<file path="config.mk">
export PLATFORM = sky130hd
export DESIGN_NAME = sm3_hash_engine_core
export DESIGN_NICKNAME = d
export VERILOG_FILES = /design/src/hw/rtl/sm3_pkg.sv /design/src/hw/rtl/sm3_hash_engine_core.sv /design/src/hw/rtl/sm3_front.sv /design/src/hw/rtl/sm3_back.sv
export SDC_FILE = /design/constraint.sdc
export NUM_CORES = 2
export LEC_CHECK = 0
export ABC_AREA = 0
export BUFFER_PORTS_ARGS = -buffer_cell sky130_fd_sc_hd__buf_2
export CORE_MARGIN = 2
export CORE_UTILIZATION = 40
export CTS_CLUSTER_DIAMETER = 120
export DETAILED_ROUTE_END_ITERATION = 10
export PLACE_DENSITY = 0.55
export SLEW_MARGIN = 0
export SYNTH_ARGS = -nofsm -noshare
export SYNTH_HDL_FRONTEND = slang
export SYNTH_HIERARCHICAL = 1
export SYNTH_SLANG_ARGS = --single-unit
</file>
<file path="constraint.sdc">
create_clock -name aclk -period 22.4 [get_ports aclk]
set_input_delay 4.48 -clock aclk [delete_from_list [all_inputs] [get_ports aclk]]
set_output_delay 4.48 -clock aclk [all_outputs]
set_load 0.02 [all_outputs]
</file>
<file path="src/hw/rtl/sm3_pkg.sv">
package sm3_pkg;

    // SM3 initial chaining value
    localparam logic [31:0] IV [8] = '{
        32'h7380166F, 32'h4914B2B9, 32'h172442D7, 32'hDA8A0600,
        32'hA96F30BC, 32'h163138AA, 32'hE38DEE4D, 32'hB0FB0E4E
    };

    // round constant for rounds 0..15, and that of rounds 16..63 pre-rotated by 16
    localparam logic [31:0] T_LOW      = 32'h79CC4519;
    localparam logic [31:0] T_HIGH_R16 = 32'h9D8A7A87;
    localparam logic [31:0] PAD_WORD   = 32'h80000000;
    localparam logic [3:0]  LEN_SLOT   = 4'd14;
    localparam logic [2:0]  FULL_BYTES = 3'd4;

    // one queued word, already classified by the front end
    typedef struct packed {
        logic [31:0] word;
        logic [2:0]  cnt;
        logic        last;
    } sm3_item_t;

    function automatic logic [31:0] rotl(input logic [31:0] x, input logic [4:0] n);
        rotl = (x << n) | (x >> (6'd32 - {1'b0, n}));
    endfunction

    function automatic logic [31:0] perm0(input logic [31:0] x);
        perm0 = x ^ rotl(x, 5'd9) ^ rotl(x, 5'd17);
    endfunction

    function automatic logic [31:0] perm1(input logic [31:0] x);
        perm1 = x ^ rotl(x, 5'd15) ^ rotl(x, 5'd23);
    endfunction

    // short final word: keep the valid bytes, place the pad byte after them
    function automatic logic [31:0] pad_short(input logic [31:0] w, input logic [2:0] c);
        logic [31:0] r;
        case (c)
            3'd0:    r = 32'h80000000;
            3'd1:    r = {w[31:24], 24'h800000};
            3'd2:    r = {w[31:16], 16'h8000};
            3'd3:    r = {w[31:8], 8'h80};
            default: r = w;
        endcase
        pad_short = r;
    endfunction

endpackage

</file>
<file path="src/hw/rtl/sm3_hash_engine_core.sv">
// SM3 digest engine. An ordinary word passes through the queue into the engine;
// every 16th word starts a 64-round compression, one round per cycle, during which
// the engine takes no further words from the queue.
// A final word adds padding words, one or two compressions, then eight
// digest transfers. Reset (aresetn, synchronous, active low) empties the queue and
// loads the SM3 initial value.
module sm3_hash_engine_core (
    input  logic        aclk,
    input  logic        aresetn,
    input  logic        s_valid,
    output logic        s_ready,
    input  logic [31:0] s_message_word,
    input  logic [2:0]  s_byte_count,
    input  logic        s_last_word,
    output logic        m_valid,
    input  logic        m_ready,
    output logic [31:0] m_digest_word,
    output logic [2:0]  m_word_index,
    output logic        m_digest_done
);

    logic               q_valid;
    logic               q_pop;
    sm3_pkg::sm3_item_t q_item;

    // input side: classify and queue
    sm3_front u_front (
        .aclk           (aclk),
        .aresetn        (aresetn),
        .s_valid        (s_valid),
        .s_ready        (s_ready),
        .s_message_word (s_message_word),
        .s_byte_count   (s_byte_count),
        .s_last_word    (s_last_word),
        .q_valid        (q_valid),
        .q_item         (q_item),
        .q_pop          (q_pop)
    );

    // padding, compression and digest output
    sm3_back u_back (
        .aclk          (aclk),
        .aresetn       (aresetn),
        .q_valid       (q_valid),
        .q_item        (q_item),
        .q_pop         (q_pop),
        .m_valid       (m_valid),
        .m_ready       (m_ready),
        .m_digest_word (m_digest_word),
        .m_word_index  (m_word_index),
        .m_digest_done (m_digest_done)
    );

endmodule

</file>
<file path="src/hw/rtl/sm3_front.sv">
module sm3_front (
    input  logic                  aclk,
    input  logic                  aresetn,
    input  logic                  s_valid,
    output logic                  s_ready,
    input  logic [31:0]           s_message_word,
    input  logic [2:0]            s_byte_count,
    input  logic                  s_last_word,
    output logic                  q_valid,
    output sm3_pkg::sm3_item_t    q_item,
    input  logic                  q_pop
);

    sm3_pkg::sm3_item_t fifo_reg [4];
    logic [1:0] wptr_reg, wptr_next;
    logic [1:0] rptr_reg, rptr_next;
    logic [2:0] cnt_reg, cnt_next;
    logic       push, pop;
    sm3_pkg::sm3_item_t in_item;

    // classify: only a final word may carry fewer than four bytes
    always_comb begin
        in_item.word = s_message_word;
        in_item.last = s_last_word;
        if (!s_last_word || s_byte_count > sm3_pkg::FULL_BYTES) begin
            in_item.cnt = sm3_pkg::FULL_BYTES;
        end else begin
            in_item.cnt = s_byte_count;
        end
    end

    assign s_ready = (cnt_reg != 3'd4);
    assign q_valid = (cnt_reg != 3'd0);
    assign q_item  = fifo_reg[rptr_reg];
    assign push    = s_valid && s_ready;
    assign pop     = q_pop && q_valid;

    always_comb begin
        wptr_next = push ? wptr_reg + 2'd1 : wptr_reg;
        rptr_next = pop ? rptr_reg + 2'd1 : rptr_reg;
        cnt_next  = cnt_reg + {2'b0, push} - {2'b0, pop};
    end

    // queue storage
    always_ff @(posedge aclk) begin
        if (push) begin
            fifo_reg[wptr_reg] <= in_item;
        end
    end

    // queue pointers
    always_ff @(posedge aclk) begin
        if (!aresetn) begin
            wptr_reg <= 2'd0;
            rptr_reg <= 2'd0;
            cnt_reg  <= 3'd0;
        end else begin
            wptr_reg <= wptr_next;
            rptr_reg <= rptr_next;
            cnt_reg  <= cnt_next;
        end
    end

endmodule

</file>
<file path="src/hw/rtl/sm3_back.sv">
module sm3_back (
    input  logic                  aclk,
    input  logic                  aresetn,
    input  logic                  q_valid,
    input  sm3_pkg::sm3_item_t    q_item,
    output logic                  q_pop,
    output logic                  m_valid,
    input  logic                  m_ready,
    output logic [31:0]           m_digest_word,
    output logic [2:0]            m_word_index,
    output logic                  m_digest_done
);

    typedef enum logic [3:0] {
        ST_IDLE = 4'b0001,
        ST_COMP = 4'b0010,
        ST_PAD  = 4'b0100,
        ST_OUT  = 4'b1000
    } state_t;

    typedef enum logic [2:0] {
        PH_P80   = 3'b001,
        PH_ZERO  = 3'b010,
        PH_LENLO = 3'b100
    } phase_t;

    state_t      state_reg, state_next;
    phase_t      phase_reg, phase_next;
    logic [31:0] v_reg [8];
    logic [31:0] v_next [8];
    logic [31:0] win_reg [16];
    logic [31:0] win_next [16];
    logic [31:0] a_reg, b_reg, c_reg, d_reg, e_reg, f_reg, g_reg, h_reg;
    logic [31:0] a_next, b_next, c_next, d_next, e_next, f_next, g_next, h_next;
    logic [31:0] t_reg, t_next;
    logic [5:0]  rnd_reg, rnd_next;
    logic [3:0]  wib_reg, wib_next;
    logic [60:0] bytes_reg, bytes_next;
    logic [2:0]  idx_reg, idx_next;
    logic        pad_reg, pad_next;
    logic        fin_reg, fin_next;

    logic        push_en;
    logic [31:0] push_word;
    logic        full;
    logic [31:0] a12, ss1, ss2, ff, gg, tt1, tt2, w_new;

    // one compression round
    always_comb begin
        a12 = sm3_pkg::rotl(a_reg, 5'd12);
        ss1 = sm3_pkg::rotl(a12 + e_reg + t_reg, 5'd7);
        ss2 = ss1 ^ a12;
        if (rnd_reg < 6'd16) begin
            ff = a_reg ^ b_reg ^ c_reg;
            gg = e_reg ^ f_reg ^ g_reg;
        end else begin
            ff = (a_reg & b_reg) | (a_reg & c_reg) | (b_reg & c_reg);
            gg = (e_reg & f_reg) | (~e_reg & g_reg);
        end
        tt1 = ff + d_reg + ss2 + (win_reg[0] ^ win_reg[4]);
        tt2 = gg + h_reg + ss1 + win_reg[0];
        w_new = sm3_pkg::perm1(win_reg[0] ^ win_reg[7] ^ sm3_pkg::rotl(win_reg[13], 5'd15))
              ^ sm3_pkg::rotl(win_reg[3], 5'd7) ^ win_reg[10];
    end

    assign full    = push_en && (wib_reg == 4'd15);
    assign q_pop   = (state_reg == ST_IDLE);
    assign m_valid = (state_reg == ST_OUT);
    assign m_digest_word = v_reg[idx_reg];
    assign m_word_index  = idx_reg;
    assign m_digest_done = (idx_reg == 3'd7);

    // sequencer
    always_comb begin
        state_next = state_reg;
        phase_next = phase_reg;
        bytes_next = bytes_reg;
        idx_next   = idx_reg;
        pad_next   = pad_reg;
        fin_next   = fin_reg;
        push_en    = 1'b0;
        push_word  = '0;
        for (int i = 0; i < 8; i++) begin
            v_next[i] = v_reg[i];
        end
        case (state_reg)
            ST_IDLE: begin
                if (q_valid) begin
                    push_en = 1'b1;
                    if (!q_item.last) begin
                        push_word  = q_item.word;
                        bytes_next = bytes_reg + 61'd4;
                        state_next = full ? ST_COMP : ST_IDLE;
                    end else begin
                        bytes_next = bytes_reg + {58'd0, q_item.cnt};
                        pad_next   = 1'b1;
                        if (q_item.cnt == sm3_pkg::FULL_BYTES) begin
                            push_word  = q_item.word;
                            phase_next = PH_P80;
                        end else begin
                            push_word  = sm3_pkg::pad_short(q_item.word, q_item.cnt);
                            phase_next = PH_ZERO;
                        end
                        state_next = full ? ST_COMP : ST_PAD;
                    end
                end
            end
            ST_PAD: begin
                push_en = 1'b1;
                case (phase_reg)
                    PH_P80: begin
                        push_word  = sm3_pkg::PAD_WORD;
                        phase_next = PH_ZERO;
                    end
                    PH_ZERO: begin
                        if (wib_reg != sm3_pkg::LEN_SLOT) begin
                            push_word = '0;
                        end else begin
                            push_word  = bytes_reg[60:29];
                            phase_next = PH_LENLO;
                        end
                    end
                    PH_LENLO: begin
                        push_word = {bytes_reg[28:0], 3'b000};
                        pad_next  = 1'b0;
                        fin_next  = 1'b1;
                    end
                    default: begin
                        push_word = '0;
                    end
                endcase
                state_next = full ? ST_COMP : ST_PAD;
            end
            ST_COMP: begin
                if (rnd_reg == 6'd63) begin
                    v_next[0] = v_reg[0] ^ tt1;
                    v_next[1] = v_reg[1] ^ a_reg;
                    v_next[2] = v_reg[2] ^ sm3_pkg::rotl(b_reg, 5'd9);
                    v_next[3] = v_reg[3] ^ c_reg;
                    v_next[4] = v_reg[4] ^ sm3_pkg::perm0(tt2);
                    v_next[5] = v_reg[5] ^ e_reg;
                    v_next[6] = v_reg[6] ^ sm3_pkg::rotl(f_reg, 5'd19);
                    v_next[7] = v_reg[7] ^ g_reg;
                    if (fin_reg) begin
                        state_next = ST_OUT;
                    end else if (pad_reg) begin
                        state_next = ST_PAD;
                    end else begin
                        state_next = ST_IDLE;
                    end
                end
            end
            ST_OUT: begin
                if (m_ready) begin
                    idx_next = idx_reg + 3'd1;
                    if (idx_reg == 3'd7) begin
                        for (int i = 0; i < 8; i++) begin
                            v_next[i] = sm3_pkg::IV[i];
                        end
                        bytes_next = '0;
                        fin_next   = 1'b0;
                        state_next = ST_IDLE;
                    end
                end
            end
            default: begin
                state_next = ST_IDLE;
            end
        endcase
    end

    // block window, working variables and round constant
    always_comb begin
        wib_next = wib_reg;
        rnd_next = rnd_reg;
        for (int i = 0; i < 16; i++) begin
            win_next[i] = win_reg[i];
        end
        {a_next, b_next, c_next, d_next} = {a_reg, b_reg, c_reg, d_reg};
        {e_next, f_next, g_next, h_next} = {e_reg, f_reg, g_reg, h_reg};
        t_next = t_reg;
        if (push_en) begin
            for (int i = 0; i < 15; i++) begin
                win_next[i] = win_reg[i + 1];
            end
            win_next[15] = push_word;
            wib_next = wib_reg + 4'd1;
        end
        if (full) begin
            {a_next, b_next, c_next, d_next} = {v_reg[0], v_reg[1], v_reg[2], v_reg[3]};
            {e_next, f_next, g_next, h_next} = {v_reg[4], v_reg[5], v_reg[6], v_reg[7]};
            t_next   = sm3_pkg::T_LOW;
            rnd_next = 6'd0;
        end
        if (state_reg == ST_COMP) begin
            for (int i = 0; i < 15; i++) begin
                win_next[i] = win_reg[i + 1];
            end
            win_next[15] = w_new;
            a_next = tt1;
            b_next = a_reg;
            c_next = sm3_pkg::rotl(b_reg, 5'd9);
            d_next = c_reg;
            e_next = sm3_pkg::perm0(tt2);
            f_next = e_reg;
            g_next = sm3_pkg::rotl(f_reg, 5'd19);
            h_next = g_reg;
            t_next = (rnd_reg == 6'd15) ? sm3_pkg::T_HIGH_R16 : sm3_pkg::rotl(t_reg, 5'd1);
            rnd_next = rnd_reg + 6'd1;
        end
    end

    // datapath registers
    always_ff @(posedge aclk) begin
        for (int i = 0; i < 16; i++) begin
            win_reg[i] <= win_next[i];
        end
        {a_reg, b_reg, c_reg, d_reg} <= {a_next, b_next, c_next, d_next};
        {e_reg, f_reg, g_reg, h_reg} <= {e_next, f_next, g_next, h_next};
        t_reg     <= t_next;
        rnd_reg   <= rnd_next;
        phase_reg <= phase_next;
    end

    // control state and chaining value
    always_ff @(posedge aclk) begin
        if (!aresetn) begin
            state_reg <= ST_IDLE;
            wib_reg   <= 4'd0;
            bytes_reg <= '0;
            idx_reg   <= 3'd0;
            pad_reg   <= 1'b0;
            fin_reg   <= 1'b0;
            for (int i = 0; i < 8; i++) begin
                v_reg[i] <= sm3_pkg::IV[i];
            end
        end else begin
            state_reg <= state_next;
            wib_reg   <= wib_next;
            bytes_reg <= bytes_next;
            idx_reg   <= idx_next;
            pad_reg   <= pad_next;
            fin_reg   <= fin_next;
            for (int i = 0; i < 8; i++) begin
                v_reg[i] <= v_next[i];
            end
        end
    end

endmodule

</file>
==> results.ini <==
[run_status]
status = finished clean

[global_route]
grt_max_degree = 166
overflow = 0
first_global_vias = 38800
grt.total_usage_pct = 23.7
antenna_found_initial = 10
grt_pass1_wl_um = 273000

[cts]
post_cts_buffers = 0
clock_latency_ps = 820
ctsLongestPathBuffers = 3
cts_sinks = 1295
cts_tree = done
cts_resized = 0
cts-root-buf = clkbuf_16
cts_made_buffers = 145
clk_pin_slew_ps = 60
cts_hold_buf = 0
h-tree-depth = 4

[run]
maxCapViolCount = 0

[routing]
drt_iter0_markers = 3768
vias = 40600
dr.pass1.iters = 5
ant_nets = 0
routed_via_density = 5.44
drc = 0
detail_route.wirelength_um = 189000
avgRoutedWirePerCell_um = 25.3

[sta]
relSlewSlack_pct = 2.72
fin_tns_setup_ps = 0
final.setup_skew_ps = 80.8
rsz0062_at_grt = no
report.final.hold_viol_count = 0
min_period_ps = 8740
max_freq_mhz = 114
setup_viol = 0
period_share_pct = 39.0
tightest_slew_ps = 1450
holdWs_ps = 396
finalMaxSlewViolations = 0

[final_layout]
syn_to_final_growth_pct = 11.7
multi_input_area_um2 = 25600
nets = 5633
fill_cells = 14300
mostFrequentLayoutCell = edfxtp_1
regArea_um2 = 35500
mostFrequentLayoutCells = edfxtp_1, nand2_1, dfxtp_1, o21ai_0, xnor2_1
largest_reg_flops = 512
drive_gt1_share_pct = 9.37
fin_cells = 7473

[logic_synthesis]
synthCells = 5240
synthXorXnorAreaFrac_pct = 8.29
synth_edf_count = 953
synthSimpleGateAreaFrac_pct = 11.5
synth.ff_latch_count = 1295
synthArstFlopShare_pct = 0
synthesis.nets = 5577
muxShareOfSynthArea_pct = 5.26
yosys_warnings = 6
synth_cell_types = 80
avgSynthCellArea_um2 = 12.0
yosysSeqAreaShare_pct = 56.6
synth_ff_type = edfxtp_1
synth_area_um2 = 62700
synth_compound_area_share_pct = 7.44
synth_top_family_by_area = simple AND/OR/NAND/NOR gates
synth_fa_ha_area_share_pct = 8.20

[placement]
gp_congestion = 0.936
dp_cells = 7207
port_buffers = 77
hpwl_um = 136000

[floorplan]
fp.coreArea_um2 = 156000
die_h_um = 400
rows = 145
die-area_um2 = 160000
start_util_pct = 40.2
io_pins = 78
die_w_um = 400

[critical_path]
crit_slowest_cell = a221oi_1
critical_path.max_stage_delay_ps = 630
cp-start-kind = register
cp.required_ps = 23120
reg2reg_depth = 30
end_kind = register
r2r_slack_ps = 13660
worst-path-max-fanout = 5
critPathKind = reg -> reg
cp.arrival_ps = 9460

[min_path]
hold_class = reg -> reg
hold_depth = 0

[pwr]
p_total_uw = 10500
p_leak_uw = 0.0259
power_density_nw_per_um2 = 149
peakVddDrop_uv = 128

[cell type report]
| type | instances | area share [%] |
|---|---|---|
| Sequential cell | 1295 | 50.7 |
| Inverter | 231 | 1.24 |
| Clock inverter | 71 | 1.22 |
| Clock buffer | 193 | 5.63 |
| Multi-Input combinational cell | 3503 | 36.5 |
| Tap cell | 2058 | 3.68 |
| Timing Repair Buffer | 120 | 1.06 |
| Antenna cell | 2 | 0.00715 |
[cells in the mapped netlist (23+ instances only)]
master / instances / area [um2]
mux2i_1: 35 / 350
a22oi_1: 30 / 225
mux4_2: 94 / 2120
inv_1: 230 / 863
o221ai_1: 28 / 245
ha_1: 107 / 1340
edfxtp_1: 953 / 28600
nand2_1: 903 / 3390
and3_1: 136 / 851
or3_1: 74 / 463
nand3_1: 92 / 460
dfxtp_1: 342 / 6850
a21o_1: 47 / 353
fa_1: 190 / 3800
nor3_1: 47 / 235
clkbuf_1: 185 / 694
a21oi_1: 245 / 1230
o21ai_0: 326 / 1630
and2_1: 24 / 150
xor2_1: 271 / 2370
xnor2_1: 299 / 2620
mux2_2: 60 / 676
nor2_1: 266 / 998
nand4_1: 23 / 144
[worst max-delay path, delay by kind of cell (launching register included)]
kind / cells / cell delay, ps
buffers and inverters: 4 / 300
XOR/XNOR: 4 / 910
AO/OA/AOI/OAI: 12 / 4100
adder cells (fa/ha/maj): 6 / 2180
AND/OR/NAND/NOR: 4 / 760
flip-flops: 1 / 410
[stage by stage]
step           util [%]  worst slack (ps)  cell area, um2
5_1_grt            44.9             13250           70000
2_1_floorplan         -              4640           62700
3_5_place_dp       41.8             13810           65200
3_3_place_gp       41.8             13870           65200
6_report           44.9             13660           70000
4_1_cts            44.9             13620           70000
[power by group]
part / leakage, uW / internal, uW / switching, uW
Sequential: 0.0114 / 3450 / 333
Clock: 0.00231 / 1350 / 1030
Combinational: 0.0122 / 1510 / 2790
[worst paths after layout]
path                                     from                               end
max                 u_back/e_reg[1]$_DFFE_PP_  u_back/v_reg[4][26]$_SDFFE_PN0P_
max reg2reg         u_back/e_reg[1]$_DFFE_PP_  u_back/v_reg[4][26]$_SDFFE_PN0P_
min          u_back/win_reg[0][206]$_DFFE_PP_  u_back/win_reg[0][174]$_DFFE_PP_
min reg2reg  u_back/win_reg[0][206]$_DFFE_PP_  u_back/win_reg[0][174]$_DFFE_PP_
[per-layer routing]
metal	vias to the layer above	track usage, %	part of all wire [%]
met5	-	0	0.0069
met4	2	7.01	2.9
met3	236	3.46	5.9
met2	1320	39.2	48
met1	20500	32.3	43
li1	18600	-	-
[cell families (layout without fill, tap and decap cells)]
group,Yosys count,after routing
mux,195,195
flops,1295,1295
compound gates,799,799
xor+xnor,579,579
other cells,0,2
simple gates,1633,1633
fa+ha+maj,297,297
buf+inv,442,615
Note: power is estimated with default switching activity, not from simulation.
